<file path="config.mk">
export PLATFORM = sky130hd
export DESIGN_NAME = deskewed_bounding_box_core
export DESIGN_NICKNAME = d
export VERILOG_FILES = /design/src/rtl/dbb_pkg.sv /design/src/rtl/dbb_front.sv /design/src/rtl/dbb_queue.sv /design/src/rtl/dbb_back.sv /design/src/rtl/deskewed_bounding_box_core.sv
export SDC_FILE = /design/constraint.sdc
export NUM_CORES = 2
export LEC_CHECK = 0
export BUFFER_PORTS_ARGS = -buffer_cell sky130_fd_sc_hd__clkbuf_2
export CAP_MARGIN = 20
export CELL_PAD_IN_SITES_DETAIL_PLACEMENT = 1
export CELL_PAD_IN_SITES_GLOBAL_PLACEMENT = 1
export CORE_MARGIN = 5
export CORE_UTILIZATION = 45
export DETAILED_ROUTE_END_ITERATION = 8
export GPL_ROUTABILITY_DRIVEN = 0
export PLACE_DENSITY = 0.81
export SYNTH_ARGS = -nofsm -noshare
export SYNTH_HDL_FRONTEND = slang
export SYNTH_SLANG_ARGS = --single-unit
</file>
<file path="constraint.sdc">
create_clock -name clock -period 7.35 [get_ports clock]
set_clock_uncertainty 0.2 [all_clocks]
set_input_delay 1.1025 -clock clock [delete_from_list [all_inputs] [get_ports clock]]
set_output_delay 1.1025 -clock clock [all_outputs]
set_load 0.02 [all_outputs]
</file>
<file path="src/rtl/dbb_pkg.sv">
// shared types and constants of the deskewed bounding box core
// no dependencies; every other file refers to it by scoped names
package dbb_pkg;

   localparam int INCLINE_WIDTH  = 12;
   localparam int MASK_WIDTH     = 16;
   localparam int CSR_DATA_WIDTH = 16;
   localparam int CSR_IDX_WIDTH  = 1;
   localparam int PROD_WIDTH     = 28;   // 12 x 16 signed product
   localparam int QUOT_WIDTH     = 17;   // product / 2048, truncated
   localparam int SKEW_SHIFT     = 11;   // divide by 2048
   localparam int QUEUE_DEPTH    = 4;
   localparam int QPTR_WIDTH     = 2;
   localparam int QCNT_WIDTH     = 3;
   localparam int MIN_INIT       = 32000;
   localparam int MAX_INIT       = -16000;

   typedef enum logic [CSR_IDX_WIDTH-1:0] {
      CSR_INCLINE   = 1'b0,
      CSR_KIND_MASK = 1'b1
   } csr_index_type;

   typedef struct packed {
      logic signed [15:0] orig_row;
      logic signed [15:0] orig_col;
      logic [14:0]        rect_width;
      logic [14:0]        rect_height;
      logic [15:0]        kind_flags;
      logic               last;
   } req_word_type;

   typedef struct packed {
      logic signed [15:0] box_col;
      logic signed [15:0] box_row;
      logic signed [15:0] box_width;
      logic signed [15:0] box_height;
   } rsp_word_type;

   // classified item with skew products, as it travels through the queue
   typedef struct packed {
      logic                         counted;
      logic                         last;
      logic signed [15:0]           orig_row;
      logic signed [15:0]           orig_col;
      logic [14:0]                  rect_width;
      logic [14:0]                  rect_height;
      logic signed [PROD_WIDTH-1:0] prod_row;   // incline * orig_row
      logic signed [PROD_WIDTH-1:0] prod_col;   // incline * orig_col
   } work_type;

   // queue handshake toward one side
   typedef struct packed {
      logic     valid;
      work_type word;
   } work_xfer_type;

endpackage

</file>
<file path="src/rtl/dbb_front.sv">
// front end: configuration registers, accept, kind classification and skew products
// depends on dbb_pkg
module dbb_front (
   input  logic                                   clock,
   input  logic                                   reset,
   input  logic                                   csr_write_en,
   input  logic [dbb_pkg::CSR_IDX_WIDTH-1:0]      csr_index,
   input  logic [dbb_pkg::CSR_DATA_WIDTH-1:0]     csr_wdata,
   input  logic                                   req_valid,
   output logic                                   req_stall,
   input  dbb_pkg::req_word_type                  req_word,
   output dbb_pkg::work_xfer_type                 push,
   input  logic                                   queue_full
);

   logic signed [dbb_pkg::INCLINE_WIDTH-1:0] incline_ff;
   logic [dbb_pkg::MASK_WIDTH-1:0]           kind_mask_ff;
   logic                                     f1_valid_ff, f1_valid_in;
   dbb_pkg::work_type                        f1_word_ff, f1_word_in;
   logic                                     load;
   logic                                     moved;

   always_ff @(posedge clock) begin
      if (reset) begin
         incline_ff   <= '0;
         kind_mask_ff <= '1;
      end else if (csr_write_en) begin
         case (csr_index)
            dbb_pkg::CSR_INCLINE:   incline_ff   <= csr_wdata[dbb_pkg::INCLINE_WIDTH-1:0];
            dbb_pkg::CSR_KIND_MASK: kind_mask_ff <= csr_wdata[dbb_pkg::MASK_WIDTH-1:0];
            default: ;
         endcase
      end
   end

   assign moved     = f1_valid_ff && !queue_full;
   assign req_stall = f1_valid_ff && queue_full;
   assign load      = req_valid && !req_stall;

   always_comb begin
      f1_word_in.counted     = |(req_word.kind_flags & kind_mask_ff);
      f1_word_in.last        = req_word.last;
      f1_word_in.orig_row    = req_word.orig_row;
      f1_word_in.orig_col    = req_word.orig_col;
      f1_word_in.rect_width  = req_word.rect_width;
      f1_word_in.rect_height = req_word.rect_height;
      f1_word_in.prod_row    = dbb_pkg::PROD_WIDTH'(incline_ff)
                             * dbb_pkg::PROD_WIDTH'(req_word.orig_row);
      f1_word_in.prod_col    = dbb_pkg::PROD_WIDTH'(incline_ff)
                             * dbb_pkg::PROD_WIDTH'(req_word.orig_col);
      if (load) begin
         f1_valid_in = 1'b1;
      end else if (moved) begin
         f1_valid_in = 1'b0;
      end else begin
         f1_valid_in = f1_valid_ff;
      end
   end

   always_ff @(posedge clock) begin
      if (reset) begin
         f1_valid_ff <= 1'b0;
      end else begin
         f1_valid_ff <= f1_valid_in;
      end
   end

   always_ff @(posedge clock) begin
      if (load) begin
         f1_word_ff <= f1_word_in;
      end
   end

   assign push.valid = moved;
   assign push.word  = f1_word_ff;

endmodule

</file>
<file path="src/rtl/dbb_queue.sv">
// short queue of classified words between front and back end
// depends on dbb_pkg
module dbb_queue (
   input  logic                   clock,
   input  logic                   reset,
   input  dbb_pkg::work_xfer_type push,
   output logic                   full,
   output dbb_pkg::work_xfer_type head,
   input  logic                   pop
);

   dbb_pkg::work_type                entry_ff [dbb_pkg::QUEUE_DEPTH];
   logic [dbb_pkg::QPTR_WIDTH-1:0]   wr_ptr_ff, rd_ptr_ff;
   logic [dbb_pkg::QCNT_WIDTH-1:0]   count_ff, count_in;

   assign full       = (count_ff == dbb_pkg::QCNT_WIDTH'(dbb_pkg::QUEUE_DEPTH));
   assign head.valid = (count_ff != '0);
   assign head.word  = entry_ff[rd_ptr_ff];

   always_comb begin
      count_in = count_ff;
      if (push.valid && !pop) begin
         count_in = count_ff + 1'b1;
      end else if (pop && !push.valid) begin
         count_in = count_ff - 1'b1;
      end
   end

   always_ff @(posedge clock) begin
      if (reset) begin
         wr_ptr_ff <= '0;
         rd_ptr_ff <= '0;
         count_ff  <= '0;
      end else begin
         count_ff <= count_in;
         if (push.valid) begin
            wr_ptr_ff <= wr_ptr_ff + 1'b1;
         end
         if (pop) begin
            rd_ptr_ff <= rd_ptr_ff + 1'b1;
         end
      end
   end

   always_ff @(posedge clock) begin
      if (push.valid) begin
         entry_ff[wr_ptr_ff] <= push.word;
      end
   end

endmodule

</file>
<file path="src/rtl/dbb_back.sv">
// back end: deskew of the corner, bound tracking and the result register
// depends on dbb_pkg
module dbb_back #(
   parameter int COORD_WIDTH = 16
) (
   input  logic                   clock,
   input  logic                   reset,
   input  dbb_pkg::work_xfer_type head,
   output logic                   pop,
   output logic                   rsp_valid,
   input  logic                   rsp_stall,
   output dbb_pkg::rsp_word_type  rsp_word
);

   localparam int WIDE = COORD_WIDTH + 18;
   localparam logic signed [COORD_WIDTH-1:0] MIN_RELOAD = COORD_WIDTH'(dbb_pkg::MIN_INIT);
   localparam logic signed [COORD_WIDTH-1:0] MAX_RELOAD = COORD_WIDTH'(dbb_pkg::MAX_INIT);
   localparam logic signed [dbb_pkg::PROD_WIDTH-1:0] ROUND_BIAS =
      dbb_pkg::PROD_WIDTH'((1 << dbb_pkg::SKEW_SHIFT) - 1);

   logic                                  advance;

   // deskew stage
   logic signed [dbb_pkg::PROD_WIDTH-1:0] sum_row, sum_col;
   logic signed [dbb_pkg::QUOT_WIDTH-1:0] quot_row, quot_col;
   logic signed [COORD_WIDTH-1:0]         drow, dcol;
   logic signed [COORD_WIDTH-1:0]         row_in, col_in;
   logic signed [WIDE-1:0]                far_row_in, far_col_in;
   logic                                  b1_valid_ff, b1_valid_in;
   logic                                  b1_counted_ff, b1_last_ff;
   logic signed [COORD_WIDTH-1:0]         b1_row_ff, b1_col_ff;
   logic signed [WIDE-1:0]                b1_far_row_ff, b1_far_col_ff;

   // bound stage
   logic signed [COORD_WIDTH-1:0] min_col_ff, min_row_ff, max_col_ff, max_row_ff;
   logic signed [COORD_WIDTH-1:0] min_col_in, min_row_in, max_col_in, max_row_in;
   logic signed [COORD_WIDTH-1:0] min_col_new, min_row_new, max_col_new, max_row_new;
   logic                          take;
   logic                          rsp_valid_ff, rsp_valid_in;
   dbb_pkg::rsp_word_type         rsp_word_ff, rsp_word_in;

   assign advance = !(rsp_valid_ff && rsp_stall);
   assign pop     = advance && head.valid;

   always_comb begin
      // divide by 2048 truncating toward zero
      sum_row = head.word.prod_row + (head.word.prod_row[dbb_pkg::PROD_WIDTH-1] ? ROUND_BIAS : '0);
      sum_col = head.word.prod_col + (head.word.prod_col[dbb_pkg::PROD_WIDTH-1] ? ROUND_BIAS : '0);
      quot_row = dbb_pkg::QUOT_WIDTH'(sum_row >>> dbb_pkg::SKEW_SHIFT);
      quot_col = dbb_pkg::QUOT_WIDTH'(sum_col >>> dbb_pkg::SKEW_SHIFT);
      dcol = COORD_WIDTH'(WIDE'(quot_row));
      drow = COORD_WIDTH'(WIDE'(quot_col));
      row_in = COORD_WIDTH'(WIDE'(head.word.orig_row) - WIDE'(drow));
      col_in = COORD_WIDTH'(WIDE'(head.word.orig_col) + WIDE'(dcol));
      far_row_in = WIDE'(row_in) + WIDE'(head.word.rect_height);
      far_col_in = WIDE'(col_in) + WIDE'(head.word.rect_width);
      b1_valid_in = advance ? head.valid : b1_valid_ff;
   end

   always_ff @(posedge clock) begin
      if (reset) begin
         b1_valid_ff <= 1'b0;
      end else begin
         b1_valid_ff <= b1_valid_in;
      end
   end

   always_ff @(posedge clock) begin
      if (pop) begin
         b1_counted_ff <= head.word.counted;
         b1_last_ff    <= head.word.last;
         b1_row_ff     <= row_in;
         b1_col_ff     <= col_in;
         b1_far_row_ff <= far_row_in;
         b1_far_col_ff <= far_col_in;
      end
   end

   assign take = advance && b1_valid_ff;

   always_comb begin
      min_col_new = min_col_ff;
      min_row_new = min_row_ff;
      max_col_new = max_col_ff;
      max_row_new = max_row_ff;
      if (b1_counted_ff) begin
         if (min_col_ff > b1_col_ff) begin
            min_col_new = b1_col_ff;
         end
         if (min_row_ff > b1_row_ff) begin
            min_row_new = b1_row_ff;
         end
         // far edge compared at full precision, stored wrapped
         if (WIDE'(max_col_ff) < b1_far_col_ff) begin
            max_col_new = COORD_WIDTH'(b1_far_col_ff);
         end
         if (WIDE'(max_row_ff) < b1_far_row_ff) begin
            max_row_new = COORD_WIDTH'(b1_far_row_ff);
         end
      end

      min_col_in = min_col_ff;
      min_row_in = min_row_ff;
      max_col_in = max_col_ff;
      max_row_in = max_row_ff;
      if (take) begin
         if (b1_last_ff) begin
            min_col_in = MIN_RELOAD;
            min_row_in = MIN_RELOAD;
            max_col_in = MAX_RELOAD;
            max_row_in = MAX_RELOAD;
         end else begin
            min_col_in = min_col_new;
            min_row_in = min_row_new;
            max_col_in = max_col_new;
            max_row_in = max_row_new;
         end
      end

      rsp_word_in.box_col    = 16'(WIDE'(min_col_new));
      rsp_word_in.box_row    = 16'(WIDE'(min_row_new));
      rsp_word_in.box_width  = 16'(WIDE'(max_col_new) - WIDE'(min_col_new));
      rsp_word_in.box_height = 16'(WIDE'(max_row_new) - WIDE'(min_row_new));
      rsp_valid_in = advance ? (b1_valid_ff && b1_last_ff) : rsp_valid_ff;
   end

   always_ff @(posedge clock) begin
      if (reset) begin
         min_col_ff   <= MIN_RELOAD;
         min_row_ff   <= MIN_RELOAD;
         max_col_ff   <= MAX_RELOAD;
         max_row_ff   <= MAX_RELOAD;
         rsp_valid_ff <= 1'b0;
      end else begin
         min_col_ff   <= min_col_in;
         min_row_ff   <= min_row_in;
         max_col_ff   <= max_col_in;
         max_row_ff   <= max_row_in;
         rsp_valid_ff <= rsp_valid_in;
      end
   end

   always_ff @(posedge clock) begin
      if (take && b1_last_ff) begin
         rsp_word_ff <= rsp_word_in;
      end
   end

   assign rsp_valid = rsp_valid_ff;
   assign rsp_word  = rsp_word_ff;

endmodule

</file>
<file path="src/rtl/deskewed_bounding_box_core.sv">
// top level of the deskewed bounding box core: front end, queue and back end
// depends on dbb_pkg, dbb_front, dbb_queue and dbb_back
//
// One text line arrives as a stream of glyph rectangle words on req_, one
// rectangle per word, the final one flagged by last. Rectangles whose kind
// flags share a bit with kind_mask are deskewed (row minus incline*col/2048,
// column plus incline*row/2048, truncated toward zero) and folded into the
// line's bounding box; each last word yields one box word on rsp_ and reloads
// the bounds, so a line with no counted rectangle reports the reload box.
// The core takes one word per clock while req_stall is low. A word is
// accepted into the front stage (kind test and the two 12 x 16 skew products),
// passes a four-deep queue, is deskewed in the first back stage and folded
// into the bounds in the second, which also loads the result register. A
// stall on rsp_ freezes only the back end; the queue keeps absorbing words
// until it and the front stage are full, and then req_stall rises. Write
// incline and kind_mask only between lines, with the core drained.
module deskewed_bounding_box_core #(
   parameter int COORD_WIDTH = 16   // width of the tracked bounds, 16 to 32
) (
   input  logic                               clock,
   input  logic                               reset,
   // configuration writes
   input  logic                               csr_write_en,
   input  logic [dbb_pkg::CSR_IDX_WIDTH-1:0]  csr_index,
   input  logic [dbb_pkg::CSR_DATA_WIDTH-1:0] csr_wdata,
   // rectangle words
   input  logic                               req_valid,
   output logic                               req_stall,
   input  dbb_pkg::req_word_type              req_word,
   // box words
   output logic                               rsp_valid,
   input  logic                               rsp_stall,
   output dbb_pkg::rsp_word_type              rsp_word
);

   dbb_pkg::work_xfer_type push;   // front stage into the queue
   dbb_pkg::work_xfer_type head;   // queue head toward the back end
   logic                   queue_full;
   logic                   pop;

   // accept, kind test, skew products
   dbb_front u_front (
      .clock        (clock),
      .reset        (reset),
      .csr_write_en (csr_write_en),
      .csr_index    (csr_index),
      .csr_wdata    (csr_wdata),
      .req_valid    (req_valid),
      .req_stall    (req_stall),
      .req_word     (req_word),
      .push         (push),
      .queue_full   (queue_full)
   );

   // decouples the front from a stalled back end
   dbb_queue u_queue (
      .clock (clock),
      .reset (reset),
      .push  (push),
      .full  (queue_full),
      .head  (head),
      .pop   (pop)
   );

   // deskew, bound tracking, result register
   dbb_back #(
      .COORD_WIDTH (COORD_WIDTH)
   ) u_back (
      .clock     (clock),
      .reset     (reset),
      .head      (head),
      .pop       (pop),
      .rsp_valid (rsp_valid),
      .rsp_stall (rsp_stall),
      .rsp_word  (rsp_word)
   );

endmodule

</file>
==> summary.md <==
| Metric | Value |
|---|---|
| Critical path required time | 7.54 ns |
| Max-Slew Margin vs Limit | 29.54% |
| Yosys cell types | 78 |
| Number of global-route vias before repair | 34330 |
| Die Span Y | 341.9 µm |
| CTS tree | yes |
| Pwr Density | 443.6 nW/µm² |
| Hold Vio Cnt, Final | 0 |
| Number of synthesized flops with an enable pin | 732 |
| Ports | 167 |
| Layout Nets | 4785 |
| Minimum clock period | 7.066 ns |
| Mapped Cells | 3845 |
| Setup TNS Final | 0 ns |
| Die area | 116900 µm² |
| Initial antenna violation count | 6 |
| Core area | 109200 µm² |
| Row count | 121 |
| Antenna viol nets, final | 0 |
| Fmax achieved | 0.1415 GHz |
| Setup crit start kind | flip-flop |
| Vias/cell | 5.532 |
| First-pass GRT wire length | 200800 µm |
| Setup WS post-layout | 0.2837 ns |
| Detailed Route Iter0 Violations | 1751 |
| Min-delay worst type | reg -> reg |
| CP max FO | 9 |
| Layout area overhead | 11.62% |
| Routed WL | 128300 µm |
| Finish-stage setup viols | 0 |
| Dpl hpwl | 93690 µm |
| Peak VDD IR | 0.0002895 V |
| # fillers | 11110 |
| Total power | 0.02455 W |
| RSZ-0062 raised after global routing | false |
| Routed vias | 30870 |
| Ys async rst share | 0% |
| Drt wl/cell | 22.99 µm |
| Global route overflow | 0 |
| PortBufs | 166 |
| Die Wd | 341.9 µm |
| Cell Area, Synth | 49570 µm² |
| Fraction of layout cells with a size suffix above 1 | 13.04% |
| Clk buf depth | 3 |
| Pre-antenna DRT Iters | 5 |
| Synth warn | 0 |
| Main synth FF type | edfxtp_1 |
| H-tree level count | 3 |
| Largest net degree at the start of global routing | 121 |
| Max_cap viols | 0 |
| Final Max Slew Viols | 0 |
| Starting Density | 45.41% |
| Flops & latches, synth | 836 |
| Clock insertion delay at the later pin of the skew report | 0.68 ns |
| Crit Path Category | reg -> reg |
| P_leak | 21.72 nW |
| Post-Place Setup Slack | 0.3977 ns |
| Hold-fix buffers, CTS | 0 |
| Num CTS Buffers | 90 |
| Tot GR Track Use | 22.11% |
| # clock sinks | 836 |
| DRC Markers | 0 |
| Final period util | 96.14% |
| Clock root buffer | clkbuf_16 |
| Avg Cell Area, Syn | 12.89 µm² |
| Clock-pin slew on the worst setup and hold paths | 0.06 ns |
| CP arrival | 7.25 ns |
| Status | finished clean |
| Sequential area share after synthesis | 48.54% |
| Critical path endpoint category | flip-flop |
| Syn nets | 4604 |
| Worst-Margin Slew | 1.057 ns |
registers in the layout (all words and copies together) (netlist names), 17 cells and up, named ones only:
signal                count
u_queue.entry_ff        480
u_back.b1_far_row_ff     17
u_back.rsp_word          64
u_front.push            120
u_back.b1_far_col_ff     17
logic make-up after synthesis:
| group | Yosys count | synth area share [%] |
|---|---|---|
| AO/OA/AOI/OAI | 478 | 6.431 |
| buffers and inverters | 655 | 5.043 |
| XOR/XNOR | 183 | 3.261 |
| AND/OR/NAND/NOR | 879 | 8.415 |
| flip-flops | 836 | 48.54 |
| adder cells (fa/ha/maj) | 658 | 22.10 |
| multiplexers | 156 | 6.204 |
metal layers:
| metal | routed length (µm) | global-route usage (%) | up-vias |
|---|---|---|---|
| met2 | 65500 | 39.12 | 829 |
| li1 | - | - | 13730 |
| met4 | 4222 | 7.157 | 6 |
| met3 | 6032 | 3.338 | 260 |
| met5 | 51 | 0 | - |
| met1 | 52500 | 28.03 | 16050 |
path summary, 6_finish.rpt:
kind | from | to | slack, ns | cells after the start
setup / recovery | flip-flop | u_back.b1_far_col_ff[15] | 0.28 | 25
hold / removal | u_front.kind_mask_ff[13] | u_front.kind_mask_ff[13] | 0.26 | 1
setup reg to reg | flip-flop | u_back.b1_far_col_ff[15] | 0.28 | 25
hold reg to reg | u_front.kind_mask_ff[13] | u_front.kind_mask_ff[13] | 0.26 | 1
final cells by class:
type | count | area (µm²) | area share (%)
tap | 1476 | 1847 | 3.338
timing repair buffer | 225 | 1305 | 2.359
clock buffer | 111 | 2382 | 4.306
multi-input combinational | 2354 | 23050 | 41.66
clock inverter | 58 | 723.2 | 1.307
sequential | 836 | 24070 | 43.50
antenna | 2 | 5.005 | 0.009045
inverter | 519 | 1948 | 3.521
synth_stat cells, drive strengths merged, types with 7 or more instances:
cell | number | area share, %
nor2 | 131 | 0.99
dfxtp | 104 | 4.2
o211ai | 16 | 0.24
ha | 295 | 7.4
xnor2 | 128 | 2.3
a22oi | 32 | 0.48
a22o | 16 | 0.28
a31o | 7 | 0.14
or3 | 10 | 0.13
and2 | 134 | 1.7
and3 | 28 | 0.35
xor2 | 54 | 0.95
a31oi | 12 | 0.18
o21ai | 98 | 1.0
mux2i | 17 | 0.34
nor2b | 18 | 0.23
buf | 19 | 0.23
nand3 | 42 | 0.42
edfxtp | 732 | 44
nor4 | 7 | 0.088
mux4 | 118 | 5.4
nand4 | 25 | 0.32
clkbuf | 117 | 0.89
fa | 363 | 15
o21bai | 14 | 0.21
mux2 | 21 | 0.48
o31ai | 10 | 0.15
o311ai | 7 | 0.12
o31a | 7 | 0.12
nand2 | 381 | 2.9
nor3 | 36 | 0.36
a21oi | 121 | 1.3
o21a | 20 | 0.30
a21o | 48 | 0.73
inv | 519 | 3.9
a211o | 22 | 0.39
a211oi | 16 | 0.25
nand2b | 39 | 0.49
power breakdown:
part           internal [W]  leakage [nW]  total, W  switching, W
combinational       0.00500          12.6    0.0124       0.00741
clock               0.00279          1.49   0.00474       0.00195
sequential          0.00687          7.64   0.00739      0.000521
total                0.0147          21.7    0.0245       0.00989
repair_timing:
item / in CTS / in global routing
buffers inserted: 0 / 0
gates resized for setup: 0 / 2
setup endpoints to repair: 0 / 1
layout by cell type (no fill, tap or decap), drive strengths merged, types with 12 or more instances in the layout:
cell      n
clkbuf  276
and2    134
nor2b    18
buf      60
o211ai   16
nand3    42
a22o     16
bufinv   13
a22oi    32
mux2i    17
a211oi   16
mux2     21
a31oi    12
nand2b   39
nand4    25
o21a     20
nor3     36
inv     523
o21ai    98
mux4    118
o21bai   14
nand2   381
a21oi   121
ha      295
fa      363
clkinv   34
xor2     54
and3     28
a21o     48
xnor2   128
edfxtp  732
nor2    131
a211o    22
dfxtp   104
per-stage QoR:
step	util (%)	instance area (µm²)	instances	hold slack, ns
finish	50.69	55330	5581	0.2648
global route	50.68	55330	5579	0.2881
CTS	50.68	55320	5579	0.2706
detailed placement	47.83	52210	5410	0.2541
global placement	47.83	52210	5410	0.2461
floorplan	-	49570	3845	0.2354
worst max-delay path, cell delays in order (launching register included):
cell	delay (ns)
dfxtp_4	0.46
buf_4	0.27
mux4_2	0.55
ha_1	0.34
nand2_1	0.08
o21a_1	0.21
a21oi_1	0.27
nand2_1	0.14
o21ai_0	0.31
and2_1	0.27
nor2_1	0.09
ha_1	0.26
fa_1	0.51
a211oi_1	0.36
nor2_1	0.12
o21a_1	0.19
nor2_1	0.11
xnor2_1	0.12
ha_1	0.27
or3_1	0.34
o21bai_1	0.21
o21ai_0	0.23
a211o_1	0.36
a31o_4	0.25
a31oi_4	0.16
xnor2_1	0.09
Power figures use the tool's default switching activity.
